File: src/rtl/lfb_pkg.sv
package lfb_pkg;

	localparam int KIND_W     = 3;
	localparam int LEVEL_W    = 8;
	localparam int REPEAT_W   = 16;
	localparam int CMD_W      = 2;
	localparam int BRIGHT_W   = 8;
	localparam int STEP_W     = 8;
	localparam int INTERVAL_W = 16;
	localparam int CFG_IDX_W  = 2;
	localparam int CFG_DATA_W = 16;

	localparam logic [BRIGHT_W-1:0]   MAX_BRIGHT_RST  = 8'd255;
	localparam logic [STEP_W-1:0]     BRIGHT_STEP_RST = 8'd1;
	localparam logic [INTERVAL_W-1:0] INTERVAL_RST    = 16'd1;

	typedef enum logic [KIND_W-1:0] {
		KIND_TICK       = 3'd0,
		KIND_LIGHT_UP   = 3'd1,
		KIND_TURN_OFF   = 3'd2,
		KIND_SET_BRIGHT = 3'd3,
		KIND_RUN        = 3'd4,
		KIND_RUN_UP     = 3'd5,
		KIND_RUN_DOWN   = 3'd6
	} kind_t;

	typedef enum logic [1:0] {
		MODE_FINISHED = 2'd0,
		MODE_RUN      = 2'd1,
		MODE_RUN_UP   = 2'd2,
		MODE_RUN_DOWN = 2'd3
	} mode_t;

	typedef enum logic [CMD_W-1:0] {
		PWM_NONE     = 2'd0,
		PWM_WRITE    = 2'd1,
		PWM_FULL_ON  = 2'd2,
		PWM_FULL_OFF = 2'd3
	} pwm_cmd_t;

	typedef enum logic [CFG_IDX_W-1:0] {
		CFG_MAX_BRIGHT  = 2'd0,
		CFG_BRIGHT_STEP = 2'd1,
		CFG_INTERVAL    = 2'd2
	} cfg_idx_t;

	typedef struct packed {
		logic [BRIGHT_W-1:0]   max_bright;
		logic [STEP_W-1:0]     bright_step;
		logic [INTERVAL_W-1:0] interval_ms;
	} cfg_t;

	typedef struct packed {
		logic [KIND_W-1:0]   kind;
		logic [LEVEL_W-1:0]  level;
		logic [REPEAT_W-1:0] repeat_count;
	} item_t;

	typedef struct packed {
		logic [CMD_W-1:0]    pwm_cmd;
		logic [BRIGHT_W-1:0] pwm_level;
		logic                busy_res;
	} result_t;

	// rem_idle stands for the "no run pending" value of the repetition counter
	typedef struct packed {
		mode_t                 mode;
		logic [BRIGHT_W-1:0]   bright;
		logic                  rising;
		logic                  rem_idle;
		logic [REPEAT_W-1:0]   remaining;
		logic [INTERVAL_W-1:0] elapsed;
	} seq_state_t;

endpackage

File: src/rtl/lfb_cmd_if.sv
interface lfb_cmd_if;
	logic                           valid;
	logic                           ready;
	logic [lfb_pkg::KIND_W-1:0]     kind;
	logic [lfb_pkg::LEVEL_W-1:0]    level;
	logic [lfb_pkg::REPEAT_W-1:0]   repeat_count;

	modport source(output valid, kind, level, repeat_count, input ready);
	modport sink(input valid, kind, level, repeat_count, output ready);
endinterface

File: src/rtl/lfb_res_if.sv
interface lfb_res_if;
	logic                           valid;
	logic                           ready;
	logic [lfb_pkg::CMD_W-1:0]      pwm_cmd;
	logic [lfb_pkg::BRIGHT_W-1:0]   pwm_level;
	logic                           busy_res;

	modport source(output valid, pwm_cmd, pwm_level, busy_res, input ready);
	modport sink(input valid, pwm_cmd, pwm_level, busy_res, output ready);
endinterface

File: src/rtl/lfb_cfg_if.sv
interface lfb_cfg_if;
	logic                            valid;
	logic                            ready;
	logic [lfb_pkg::CFG_IDX_W-1:0]   index;
	logic [lfb_pkg::CFG_DATA_W-1:0]  data;

	modport source(output valid, index, data, input ready);
	modport sink(input valid, index, data, output ready);
endinterface

File: src/rtl/lfb_cfg.sv
module lfb_cfg (
	input  logic            clk,
	input  logic            arst_n,
	lfb_cfg_if.sink         cfg,
	output lfb_pkg::cfg_t   cfg_q
);

	assign cfg.ready = 1'b1;

	always_ff @(posedge clk or negedge arst_n) begin
		if (!arst_n) begin
			cfg_q.max_bright  <= lfb_pkg::MAX_BRIGHT_RST;
			cfg_q.bright_step <= lfb_pkg::BRIGHT_STEP_RST;
			cfg_q.interval_ms <= lfb_pkg::INTERVAL_RST;
		end else if (cfg.valid) begin
			case (lfb_pkg::cfg_idx_t'(cfg.index))
				lfb_pkg::CFG_MAX_BRIGHT: begin
					cfg_q.max_bright <= cfg.data[lfb_pkg::BRIGHT_W-1:0];
				end
				lfb_pkg::CFG_BRIGHT_STEP: begin
					cfg_q.bright_step <= cfg.data[lfb_pkg::STEP_W-1:0];
				end
				lfb_pkg::CFG_INTERVAL: begin
					cfg_q.interval_ms <= cfg.data[lfb_pkg::INTERVAL_W-1:0];
				end
				default: begin
				end
			endcase
		end
	end

endmodule

File: src/rtl/lfb_step.sv
module lfb_step (
	input  lfb_pkg::cfg_t       cfg,
	input  lfb_pkg::item_t      item,
	input  lfb_pkg::seq_state_t cur,
	output lfb_pkg::seq_state_t nxt,
	output lfb_pkg::result_t    res
);

	logic                                busy;
	logic [lfb_pkg::BRIGHT_W:0]          up_sum;
	logic                                up_hit;
	logic [lfb_pkg::BRIGHT_W:0]          dn_diff;
	logic                                dn_hit;
	logic [lfb_pkg::INTERVAL_W:0]        elapsed_inc;
	logic                                fire;
	logic [lfb_pkg::REPEAT_W-1:0]        rem_dec;
	lfb_pkg::seq_state_t                 stop_st;
	lfb_pkg::seq_state_t                 fin_st;

	assign busy        = (cur.mode != lfb_pkg::MODE_FINISHED);
	assign up_sum      = {1'b0, cur.bright} + {1'b0, cfg.bright_step};
	assign up_hit      = (up_sum >= {1'b0, cfg.max_bright});
	assign dn_diff     = {1'b0, cur.bright} - {1'b0, cfg.bright_step};
	assign dn_hit      = (cur.bright <= cfg.bright_step);
	assign elapsed_inc = {1'b0, cur.elapsed} + {{lfb_pkg::INTERVAL_W{1'b0}}, 1'b1};
	assign fire        = (elapsed_inc > {1'b0, cfg.interval_ms});
	assign rem_dec     = cur.remaining - {{(lfb_pkg::REPEAT_W-1){1'b0}}, 1'b1};

	always_comb begin
		stop_st           = cur;
		stop_st.mode      = lfb_pkg::MODE_FINISHED;
		stop_st.bright    = '0;
		stop_st.rising    = 1'b1;
		stop_st.rem_idle  = 1'b1;
		stop_st.remaining = '0;
		stop_st.elapsed   = cfg.interval_ms;
	end

	// graceful finish request on top of the current state
	always_comb begin
		fin_st = cur;
		case (cur.mode)
			lfb_pkg::MODE_RUN: begin
				if (!cur.rem_idle && cur.remaining > {{(lfb_pkg::REPEAT_W-1){1'b0}}, 1'b1})
					fin_st.remaining = {{(lfb_pkg::REPEAT_W-1){1'b0}}, 1'b1};
			end
			lfb_pkg::MODE_RUN_UP: begin
				if (cur.bright == cfg.max_bright)
					fin_st.mode = lfb_pkg::MODE_FINISHED;
			end
			lfb_pkg::MODE_RUN_DOWN: begin
				if (cur.bright == '0)
					fin_st.mode = lfb_pkg::MODE_FINISHED;
			end
			default: begin
			end
		endcase
	end

	always_comb begin
		nxt           = cur;
		res.pwm_cmd   = lfb_pkg::PWM_NONE;
		res.pwm_level = '0;
		res.busy_res  = busy;
		case (lfb_pkg::kind_t'(item.kind))
			lfb_pkg::KIND_TICK: begin
				if (!busy) begin
					nxt = stop_st;
				end else if (fire) begin
					nxt.elapsed = '0;
					if (cur.rising) begin
						if (up_hit) begin
							nxt.bright = cfg.max_bright;
							if (cur.mode == lfb_pkg::MODE_RUN)
								nxt.rising = 1'b0;
						end else begin
							nxt.bright = up_sum[lfb_pkg::BRIGHT_W-1:0];
						end
					end else begin
						if (dn_hit) begin
							nxt.bright = '0;
							if (cur.mode == lfb_pkg::MODE_RUN) begin
								nxt.rising = 1'b1;
								// endless run keeps the counter at zero
								if (!cur.rem_idle && cur.remaining != '0) begin
									nxt.remaining = rem_dec;
									if (rem_dec == '0)
										nxt = stop_st;
								end
							end
						end else begin
							nxt.bright = dn_diff[lfb_pkg::BRIGHT_W-1:0];
						end
					end
					res.pwm_cmd   = lfb_pkg::PWM_WRITE;
					res.pwm_level = nxt.bright;
				end else begin
					nxt.elapsed = elapsed_inc[lfb_pkg::INTERVAL_W-1:0];
				end
			end
			lfb_pkg::KIND_LIGHT_UP: begin
				nxt         = stop_st;
				res.pwm_cmd = lfb_pkg::PWM_FULL_ON;
			end
			lfb_pkg::KIND_TURN_OFF: begin
				nxt         = stop_st;
				res.pwm_cmd = lfb_pkg::PWM_FULL_OFF;
			end
			lfb_pkg::KIND_SET_BRIGHT: begin
				nxt           = stop_st;
				nxt.bright    = item.level;
				res.pwm_cmd   = lfb_pkg::PWM_WRITE;
				res.pwm_level = item.level;
			end
			lfb_pkg::KIND_RUN: begin
				if (busy) begin
					nxt = fin_st;
				end else if (cur.rem_idle) begin
					nxt.mode      = lfb_pkg::MODE_RUN;
					nxt.rem_idle  = 1'b0;
					nxt.remaining = item.repeat_count;
				end
			end
			lfb_pkg::KIND_RUN_UP: begin
				if (cur.bright < cfg.max_bright) begin
					if (busy) begin
						nxt = fin_st;
					end else begin
						nxt.rising = 1'b1;
						nxt.mode   = lfb_pkg::MODE_RUN_UP;
					end
				end
			end
			lfb_pkg::KIND_RUN_DOWN: begin
				if (cur.bright != '0) begin
					if (busy) begin
						nxt = fin_st;
					end else begin
						nxt.rising = 1'b0;
						nxt.mode   = lfb_pkg::MODE_RUN_DOWN;
					end
				end
			end
			default: begin
			end
		endcase
	end

endmodule

File: src/rtl/led_fade_blink_sequencer.sv
// channel   modport  moves
// cmd_in    sink     item: kind, level, repeat_count
// res_out   source   item: pwm_cmd, pwm_level, busy_res
// cfg       sink     register write: index, data (always ready)
//
// One item per cycle sustained while res_out is not stalled; an accepted item goes
// into the input register, then the state and result registers take its step.
// Reset returns the registers to their defaults and the channel to finished.
// A stalled result holds the input register; cmd_in.ready drops only while
// both the input register and the result register are full.
module led_fade_blink_sequencer (
	input  logic        clk,
	input  logic        arst_n,
	lfb_cmd_if.sink     cmd_in,
	lfb_res_if.source   res_out,
	lfb_cfg_if.sink     cfg
);

	lfb_pkg::cfg_t       cfg_q;
	lfb_pkg::item_t      item_s1;
	logic                valid_s1;
	lfb_pkg::result_t    res_s2;
	logic                valid_s2;
	lfb_pkg::seq_state_t state_q;
	lfb_pkg::seq_state_t state_nxt;
	lfb_pkg::result_t    res_nxt;
	logic                advance;
	logic                in_ready;

	lfb_cfg u_cfg (
		.clk    (clk),
		.arst_n (arst_n),
		.cfg    (cfg),
		.cfg_q  (cfg_q)
	);

	assign advance      = valid_s1 && (!valid_s2 || res_out.ready);
	assign in_ready     = !valid_s1 || advance;
	assign cmd_in.ready = in_ready;

	always_ff @(posedge clk or negedge arst_n) begin
		if (!arst_n) begin
			valid_s1 <= 1'b0;
		end else if (in_ready) begin
			valid_s1 <= cmd_in.valid;
		end
	end

	always_ff @(posedge clk) begin
		if (in_ready && cmd_in.valid) begin
			item_s1.kind         <= cmd_in.kind;
			item_s1.level        <= cmd_in.level;
			item_s1.repeat_count <= cmd_in.repeat_count;
		end
	end

	lfb_step u_step (
		.cfg  (cfg_q),
		.item (item_s1),
		.cur  (state_q),
		.nxt  (state_nxt),
		.res  (res_nxt)
	);

	always_ff @(posedge clk or negedge arst_n) begin
		if (!arst_n) begin
			state_q.mode      <= lfb_pkg::MODE_FINISHED;
			state_q.bright    <= '0;
			state_q.rising    <= 1'b1;
			state_q.rem_idle  <= 1'b1;
			state_q.remaining <= '0;
			state_q.elapsed   <= lfb_pkg::INTERVAL_RST;
		end else if (advance) begin
			state_q <= state_nxt;
		end
	end

	always_ff @(posedge clk or negedge arst_n) begin
		if (!arst_n) begin
			valid_s2 <= 1'b0;
		end else if (advance) begin
			valid_s2 <= 1'b1;
		end else if (res_out.ready) begin
			valid_s2 <= 1'b0;
		end
	end

	always_ff @(posedge clk) begin
		if (advance) begin
			res_s2 <= res_nxt;
		end
	end

	assign res_out.valid     = valid_s2;
	assign res_out.pwm_cmd   = res_s2.pwm_cmd;
	assign res_out.pwm_level = res_s2.pwm_level;
	assign res_out.busy_res  = res_s2.busy_res;

endmodule

File: src/flat_wrapper.sv
// flat-port wrapper written by rule: the top's interface ports become plain ports
module led_fade_blink_sequencer_flat 
  (clk, arst_n, cmd_in_valid, cmd_in_kind, cmd_in_level, cmd_in_repeat_count, cmd_in_ready, res_out_valid, res_out_pwm_cmd, res_out_pwm_level, res_out_busy_res, res_out_ready, cfg_valid, cfg_index, cfg_data, cfg_ready);
  lfb_cmd_if cmd_in_i ();
  lfb_res_if res_out_i ();
  lfb_cfg_if cfg_i ();
  input  logic clk;
  input  logic arst_n;
  input wire logic [$bits(cmd_in_i.valid)-1:0] cmd_in_valid;
  input wire logic [$bits(cmd_in_i.kind)-1:0] cmd_in_kind;
  input wire logic [$bits(cmd_in_i.level)-1:0] cmd_in_level;
  input wire logic [$bits(cmd_in_i.repeat_count)-1:0] cmd_in_repeat_count;
  output wire logic [$bits(cmd_in_i.ready)-1:0] cmd_in_ready;
  output wire logic [$bits(res_out_i.valid)-1:0] res_out_valid;
  output wire logic [$bits(res_out_i.pwm_cmd)-1:0] res_out_pwm_cmd;
  output wire logic [$bits(res_out_i.pwm_level)-1:0] res_out_pwm_level;
  output wire logic [$bits(res_out_i.busy_res)-1:0] res_out_busy_res;
  input wire logic [$bits(res_out_i.ready)-1:0] res_out_ready;
  input wire logic [$bits(cfg_i.valid)-1:0] cfg_valid;
  input wire logic [$bits(cfg_i.index)-1:0] cfg_index;
  input wire logic [$bits(cfg_i.data)-1:0] cfg_data;
  output wire logic [$bits(cfg_i.ready)-1:0] cfg_ready;
  assign cmd_in_i.valid = cmd_in_valid;
  assign cmd_in_i.kind = cmd_in_kind;
  assign cmd_in_i.level = cmd_in_level;
  assign cmd_in_i.repeat_count = cmd_in_repeat_count;
  assign cmd_in_ready = cmd_in_i.ready;
  assign res_out_valid = res_out_i.valid;
  assign res_out_pwm_cmd = res_out_i.pwm_cmd;
  assign res_out_pwm_level = res_out_i.pwm_level;
  assign res_out_busy_res = res_out_i.busy_res;
  assign res_out_i.ready = res_out_ready;
  assign cfg_i.valid = cfg_valid;
  assign cfg_i.index = cfg_index;
  assign cfg_i.data = cfg_data;
  assign cfg_ready = cfg_i.ready;
  led_fade_blink_sequencer u_core (.clk(clk), .arst_n(arst_n), .cmd_in(cmd_in_i), .res_out(res_out_i), .cfg(cfg_i));
endmodule
File: config.mk
export PLATFORM = sky130hd
export DESIGN_NAME = led_fade_blink_sequencer_flat
export DESIGN_NICKNAME = d
export VERILOG_FILES = /design/src/rtl/lfb_pkg.sv /design/src/rtl/lfb_cmd_if.sv /design/src/rtl/lfb_res_if.sv /design/src/rtl/lfb_cfg_if.sv /design/src/rtl/lfb_cfg.sv /design/src/rtl/lfb_step.sv /design/src/rtl/led_fade_blink_sequencer.sv /design/src/flat_wrapper.sv
export SDC_FILE = /design/constraint.sdc
export NUM_CORES = 1
export LEC_CHECK = 0
export ABC_CLOCK_PERIOD_IN_PS = 5700
export BUFFER_PORTS_ARGS = -buffer_cell sky130_fd_sc_hd__buf_2
export CORE_ASPECT_RATIO = 0.7
export CORE_UTILIZATION = 44
export CTS_BUF_LIST = sky130_fd_sc_hd__clkbuf_16
export DETAILED_ROUTE_END_ITERATION = 12
export GPL_TIMING_DRIVEN = 1
export PLACE_DENSITY = 0.7
export SLEW_MARGIN = 10
export SYNTH_ARGS = -nofsm -noshare
export SYNTH_HDL_FRONTEND = slang
export SYNTH_HIERARCHICAL = 1
export SYNTH_SLANG_ARGS = --single-unit
File: constraint.sdc
create_clock -name clk -period 5.7 [get_ports clk]
set_input_delay 0.57 -clock clk [delete_from_list [all_inputs] [get_ports clk]]
set_output_delay 0.57 -clock clk [all_outputs]
set_load 0.02 [all_outputs]
==> metrics.txt, run 1 <==
status=finished with violations; failing checks=DRC; Filler cells=1609; Syn Inst Count=819; Worst-Margin Slew=1.013 ns; mux contribution to synthesized area=13.34%; final hold violations=0; RSZ-0062 raised after global routing=false; Final nets=972; Most used DFF post-synth=dfrtp_1; CP Class=flop to flop; Slew Limit Fails=0; row cnt=41; post-synthesis sequential area ratio=37.55%; Final Setup Violations=0; max_slew headroom=32.48%; slowest stage cell, crit path=dfstp_2; global-route wire length before repair=34.77 mm; n_diodes=0; setup TNS=0 ns; worst min path class=input port to flop; distinct cell type count after synthesis=85; peak supply drop=0.1835 mV; Root Driver=clkbuf_16; number of enable flip-flop cells after synthesis=38; Final period util=82.19%; clock share of power=23.8%; setup bufs post-CTS=0; detailed-placement wirelength estimate=15.33 mm; I/O Buffers=62; clock transition at the registers of the reported paths=0.07 ns; Reg power frac=30.6%; CP required=6.01 ns; Resize count post-CTS=0; clk buf depth=2; IO Pins=64; H-tree depth=4; Compound-Gate Fraction of Synth Area=16.20%; critical path peak fanout=9; Worst Reg2Reg Path Length in Cells=15; DR iter-0 viols=715; Area Overhead vs Synth=12.17%; largest net degree at the start of global routing=79; Logic pwr share=45.6%; gr ovfl total=0; Worst Skew=0.01383 ns; crit end category=flop; Pre-antenna DRT Iters=9; Final Critical Period=4.685 ns; slowest stage delay, CP=0.60 ns; Pwr Density=476.3 nW/um^2; syn nets=924; biggest area consumer among synthesized cells=dfrtp_1; Hold Crit Depth=1; power consumption=4.423 mW; NetSw=1.827 mW; Post-Syn Area=8279 sq um; Sw Share=41.32%; Startpoint Class=flop; die width=166.0 microns; XOR/XNOR Fraction of Synth Area=2.962%; routed wire length=21.72 mm; ANT nets after route=0; Fmax=213.5 MHz; Area contributors post-synth=dfrtp_1 (20%), edfxtp_1 (14%), ha_1 (8.0%); Initial Util=45.46%; CTS tree=yes; largest family of logic cells by synthesized area=compound AO/OA/AOI/OAI gates; Routed WL per cell=19.46 microns; Synth top area share=19.65%; Leak=4.129 nW; gp weighted congestion=0.9374; initial antenna violation count=0; syn avg cell area=10.11 sq um; Synth Area in Simple Gates=16.17%; layout cell share with drive strength beyond 1=24.43%; gr usage total=22.95%; Via Count=6729; latest clock arrival within the worst-skew pair=0.42 ns; Finished Core Util=50.99%; Sink Count=116; CP Data Arrival Time=4.99 ns; Synth Area in Adders=8.493%; Max-Cap Viols=0; core area=18210 sq um; Int Power=2.596 mW; TritonCTS Buffers=17; CP Cell Sequence=ha_1 > nand3_1 > nor2_1 > and3_1 > xor2_1 > ha_1 > and3_1 > and2_1 > a221oi_1 > o21ai_0 > a21oi_1 > buf_4 > nand2b_1 > o211ai_1 > mux2_4; Seq cells post-synth=116; hold_buf cts=0; average vias per placed instance=6.030; DRC Markers=7; Async S/R FF share, synth=67.24%; vias in the first global route=6230; YS warnings=6; die extent in y=116.8 microns; total die area=19380 sq um
==> logic make-up after synthesis <==
kind of cell / Yosys count
and+or+nand+nor: 245
AOI/OAI and AO/OA: 194
DFF: 116
buffers and inverters: 94
muxes: 86
adders and majority gates: 55
xor gates and xnor gates: 28
other: 1
==> state kept, by name (all words and copies together) (netlist names) <==
name,cells
u_core/u_cfg/cfg_q,32
u_core/state_q,44
u_core/item_s1,27
u_core/res_out.pwm_level,8
u_core/res_out.pwm_cmd,2
u_core/res_out.busy_res,1
u_core/valid_s1,1
u_core/res_out.valid,1
==> path summary, 6_finish.rpt <==
path / startpoint / endpoint / slack [ns]
worst max-delay path: u_core/state_q[0] / u_core/state_q[35] / 1.02
worst min-delay path: cmd_in_level[5] / u_core/item_s1[21] / 0.32
worst max register to register: u_core/state_q[0] / u_core/state_q[35] / 1.02
worst min register to register: u_core/u_cfg/cfg_q[14] / u_core/u_cfg/cfg_q[14] / 0.52
max in group asynchronous: arst_n / u_core/state_q[6] / 4.72
min in group asynchronous: arst_n / u_core/u_cfg/cfg_q[11] / 0.33
==> metrics by stage <==
step | cells | setup slack [ns] | instance area [sq um] | hold WS [ns]
2_1_floorplan | 819 | 1.642 | 8279 | 0.2744
3_3_place_gp | 1084 | 1.208 | 8706 | 0.4928
3_5_place_dp | 1084 | 1.122 | 8706 | 0.5124
4_1_cts | 1116 | 1.123 | 9286 | 0.3173
5_1_grt | 1116 | 0.7253 | 9286 | 0.3139
6_report | 1116 | 1.015 | 9286 | 0.3203
==> synthesized netlist by cell type (all sizes together) (6+ instances only) <==
cell type  instances
edfxtp            38
nand3             35
a211oi             8
nand2b             9
a2bb2oi            7
dfstp             13
xnor2             16
nor4               6
mux2i              8
a221oi             7
nand2             55
buf               17
a22oi             11
or2                6
dfrtp             65
nand4             13
a31oi              7
clkbuf            22
xor2              12
o21ai             46
o211ai            21
mux2              78
or4                7
nor2              48
nor2b              8
inv               54
nor3b              6
and2               8
or3                7
a21oi             35
nor3              14
ha                53
and3              10
==> power groups by stage <==
stage          clock [mW]  sequential, mW  combinational [mW]
2_1_floorplan           0            1.23                1.57
3_3_place_gp            0            1.35                1.91
3_5_place_dp            0            1.35                1.95
4_1_cts              1.07            1.34                1.97
5_1_grt              1.11            1.39                2.22
6_report             1.05            1.35                2.02
==> routing by layer <==
metal / vias up / routed length (microns) / part of all wire, % / global-route usage, %
li1: 3135 / - / - / -
met1: 3234 / 10980 / 51 / 36.09
met5: - / 0 / 0 / 0
met4: 0 / 104 / 0.48 / 4.174
met2: 346 / 8687 / 40 / 32.12
met3: 14 / 1942 / 8.9 / 4.473
==> cells in the final DEF, fill, tap and decap left out, types with 35 or more instances in the layout <==
| cell | count |
|---|---|
| a21oi_1 | 35 |
| edfxtp_1 | 38 |
| o21ai_0 | 39 |
| ha_1 | 53 |
| nand2_1 | 53 |
| dfrtp_1 | 65 |
| mux2_2 | 39 |
| nand3_1 | 35 |
| buf_2 | 61 |
| nor2_1 | 48 |
| inv_1 | 55 |
| mux2_4 | 39 |
==> area by class of cell <==
| type | count | area, sq um | area share, % |
|---|---|---|---|
| Clock buffer | 19 | 475.5 | 5.120 |
| Clock inverter | 13 | 105.1 | 1.132 |
| Inverter | 55 | 206.4 | 2.223 |
| Multi-Input combinational cell | 609 | 4737 | 51.01 |
| Sequential cell | 116 | 3109 | 33.48 |
| Tap cell | 236 | 295.3 | 3.180 |
| Timing Repair Buffer | 68 | 357.8 | 3.853 |
==> worst max-delay path, delay by kind of cell, from the launching register on <==
kind	cells	cell delay, ns
AOI/OAI and AO/OA	4	1.34
DFF	1	0.60
adders and majority gates	2	0.53
buffers and inverters	1	0.30
xor gates and xnor gates	1	0.20
and+or+nand+nor	6	1.33
muxes	1	0.28
Power figures use the tool's default switching activity.
==> run 2: changes to the inputs <==
--- a/config.mk
+++ b/config.mk
@@ -5,7 +5,7 @@
 export SDC_FILE = /design/constraint.sdc
 export NUM_CORES = 1
 export LEC_CHECK = 0
-export ABC_CLOCK_PERIOD_IN_PS = 5700
+export ABC_CLOCK_PERIOD_IN_PS = 4700
 export BUFFER_PORTS_ARGS = -buffer_cell sky130_fd_sc_hd__buf_2
 export CORE_ASPECT_RATIO = 0.7
 export CORE_UTILIZATION = 44
==> constraint.sdc (replaced) <==
create_clock -name clk -period 4.7 [get_ports clk]
set_input_delay 0.47 -clock clk [delete_from_list [all_inputs] [get_ports clk]]
set_output_delay 0.47 -clock clk [all_outputs]
set_load 0.02 [all_outputs]
==> metrics.txt, run 2 (same netlist as run 1, synthesis figures left out) <==
core area=18210 sq um (unchanged); Logic pwr share=46.0% (was 45.6%); fin cells=1129 (was 1116); slowest stage delay, CP=0.55 ns (was 0.60 ns); R2R Path End=u_core/state_q[41] (was u_core/state_q[35]); Fmax=225.0 MHz (was 213.5 MHz); placed cells=1096 (was 1084); average vias per placed instance=5.875 (was 6.030); max_slew headroom=39.85% (was 32.48%); gp weighted congestion=0.9099 (was 0.9374); setup TNS=0 ns (unchanged); clk buf depth=2 (unchanged); routed wire length=21.16 mm (was 21.72 mm); CP required=5.01 ns (was 6.01 ns); TritonCTS Buffers=17 (unchanged); Final nets=985 (was 972); die extent in y=116.8 microns (unchanged); Via Count=6633 (was 6729); worst min path class=input port to flop (unchanged); Int Power=3.215 mW (was 2.596 mW); peak supply drop=0.2540 mV (was 0.1835 mV); CP Data Arrival Time=4.75 ns (was 4.99 ns); CTS tree=yes (unchanged); DRC Markers=7 (unchanged); layout cell share with drive strength beyond 1=24.86% (was 24.43%); clock transition at the registers of the reported paths=0.06 ns (was 0.07 ns); clock share of power=23.7% (was 23.8%); most frequent cells in the layout=dfrtp_1 (65), buf_2 (61), inv_1 (55), nand2_1 (53), ha_1 (53) (unchanged); H-tree depth=4 (unchanged); Worst Skew=0.009589 ns (was 0.01383 ns); Final period util=94.57% (was 82.19%); Leak=4.176 nW (was 4.129 nW); Pre-antenna DRT Iters=9 (unchanged); Final Setup Violations=0 (unchanged); max reg flops=44 (unchanged); placed cell area=8796 sq um (was 8706 sq um); ANT nets after route=0 (unchanged); crit path capture=u_core/state_q[41] (was u_core/state_q[35]); commonest non-fill, non-tap cell in the layout=dfrtp_1 (unchanged); Final Critical Period=4.445 ns (was 4.685 ns); gr usage total=22.92% (was 22.95%); IO Pins=64 (unchanged); Max-Cap Viols=0 (unchanged); initial antenna violation count=0 (unchanged); Final WS setup=0.2550 ns (was 1.015 ns); Crit. Startpoint=u_core/state_q[35] (was u_core/state_q[0]); Initial Util=45.46% (unchanged); global-route wire length before repair=34.40 mm (was 34.77 mm); Sw Share=40.20% (was 41.32%); Sink Count=116 (unchanged); gr ovfl total=0 (unchanged); status=finished with violations (unchanged); Worst Reg2Reg Path Length in Cells=15 (unchanged); RSZ-0062 raised after global routing=false (unchanged); critical path peak fanout=8 (was 9); failing checks=DRC (unchanged); Top Registers=u_core/state_q x44, u_core/u_cfg/cfg_q x32, u_core/item_s1 x27 (unchanged); die width=166.0 microns (unchanged); Slew Limit Fails=0 (unchanged); Filler cells=1620 (was 1609); row cnt=41 (unchanged); total die area=19380 sq um (unchanged); n_diodes=0 (unchanged); slowest stage cell, crit path=dfrtp_1 (was dfstp_2); r2r setup slk=0.26 ns (was 1.02 ns); largest net degree at the start of global routing=58 (was 79); detailed-placement wirelength estimate=15.04 mm (was 15.33 mm); Area Overhead vs Synth=13.33% (was 12.17%); Reg power frac=30.3% (was 30.6%); Reg with most FFs=u_core/state_q (unchanged); NetSw=2.161 mW (was 1.827 mW); I/O Buffers=62 (unchanged); crit end category=flop (unchanged); setup bufs post-CTS=0 (unchanged); Pwr Density=573.0 nW/um^2 (was 476.3 nW/um^2); Routed WL per cell=18.74 microns (was 19.46 microns); Worst-Margin Slew=0.9022 ns (was 1.013 ns); final instance area=9383 sq um (was 9286 sq um); Root Driver=clkbuf_16 (unchanged); DR iter-0 viols=576 (was 715); latest clock arrival within the worst-skew pair=0.42 ns (about the same); Startpoint Class=flop (unchanged); CP Class=flop to flop (unchanged); final hold violations=0 (unchanged); worst flop-to-flop path startpoint=u_core/state_q[35] (was u_core/state_q[0]); DP Worst Slack=0.3576 ns (was 1.122 ns); CP Cell Sequence=ha_1 > nand2b_1 > a221oi_1 > o21bai_1 > o2bb2ai_1 > xor2_1 > ha_1 > nor2_1 > nand2_1 > o21ai_0 > o21ai_0 > a32o_1 > a31oi_1 > o211ai_1 > mux2_2 (was ha_1 > nand3_1 > nor2_1 > and3_1 > xor2_1 > ha_1 > and3_1 > and2_1 > a221oi_1 > o21ai_0 > a21oi_1 > buf_4 > nand2b_1 > o211ai_1 > mux2_4); vias in the first global route=6169 (was 6230)
## run 2: changes by cell type in the layout (fill, tap and decap cells not counted)
| cell | delta |
|---|---|
| dlygate4sd3_1 | +1 |
| clkinvlp_4 | +1 |
| a21oi_2 | +1 |
| clkinv_2 | -3 |
| bufinv_16 | +2 |
| clkinv_4 | -2 |
| inv_4 | -1 |
| clkinv_1 | +6 |
| a21oi_1 | -1 |
| inv_6 | -1 |
| clkbuf_16 | -2 |
| buf_4 | +12 |
## run 2: area by class of cell
cell class	count	area, sq um	share of cell area (%)
Multi-Input combinational cell	609	4741	50.53
Sequential cell	116	3109	33.14
Timing Repair Buffer	81	457.9	4.881
Clock buffer	17	425.4	4.534
Tap cell	236	295.3	3.147
Inverter	55	206.4	2.200
Clock inverter	15	147.6	1.574
## run 2: routing by layer
| layer | vias to the layer above | global-route usage (%) | share of wire [%] |
|---|---|---|---|
| met1 | 3224 | 35.58 | 52 |
| met3 | 12 | 5.015 | 7.2 |
| met5 | - | 0 | 0 |
| met4 | 0 | 5.545 | 0.75 |
| met2 | 240 | 31.67 | 40 |
| li1 | 3157 | - | - |
## run 2: worst min-delay path by stage
stage                                        from                endpoint  slack, ns  cells after the start
after floorplan                            arst_n    u_core/res_out.valid       0.17                      0
after global placement                     arst_n  u_core/u_cfg/cfg_q[11]       0.38                      1
after detailed placement                   arst_n  u_core/u_cfg/cfg_q[11]       0.37                      1
after CTS                         cmd_in_level[2]      u_core/item_s1[18]       0.21                      1
after global routing      cmd_in_repeat_count[10]      u_core/item_s1[10]       0.21                      1
final                             cmd_in_level[2]      u_core/item_s1[18]       0.22                      1
## run 2: timing repair
item	in CTS	in global routing
gates resized for setup	0	1
hold buffers	1	0
hold endpoints to repair	20	0
setup endpoints to repair	0	2
## run 2: critical path, delay by kind of cell, from the launching register on
kind,cells,cell delay (ns)
xor+xnor,1,0.18
fa+ha+maj,2,0.56
compound gates,8,2.40
mux,1,0.27
flops,1,0.55
simple gates,3,0.38
## run 2: per-stage QoR
| step | power [mW] | hold WS, ns | util [%] |
|---|---|---|---|
| final | 5.376 | 0.2228 | 51.52 |
| after global routing | 5.729 | 0.2066 | 51.52 |
| after CTS | 5.332 | 0.2098 | 51.50 |
| after detailed placement | 4.023 | 0.3738 | 48.30 |
| after global placement | 3.995 | 0.3777 | 48.30 |
| after floorplan | 3.402 | 0.1744 | - |
## run 2: power by group through the flow
stage | Sequential [mW] | Clock (mW) | Combinational [mW]
detailed placement | 1.63 | 0 | 2.40
CTS | 1.62 | 1.29 | 2.42
finish | 1.63 | 1.28 | 2.47
global placement | 1.63 | 0 | 2.37
global route | 1.66 | 1.34 | 2.72
floorplan | 1.49 | 0 | 1.91
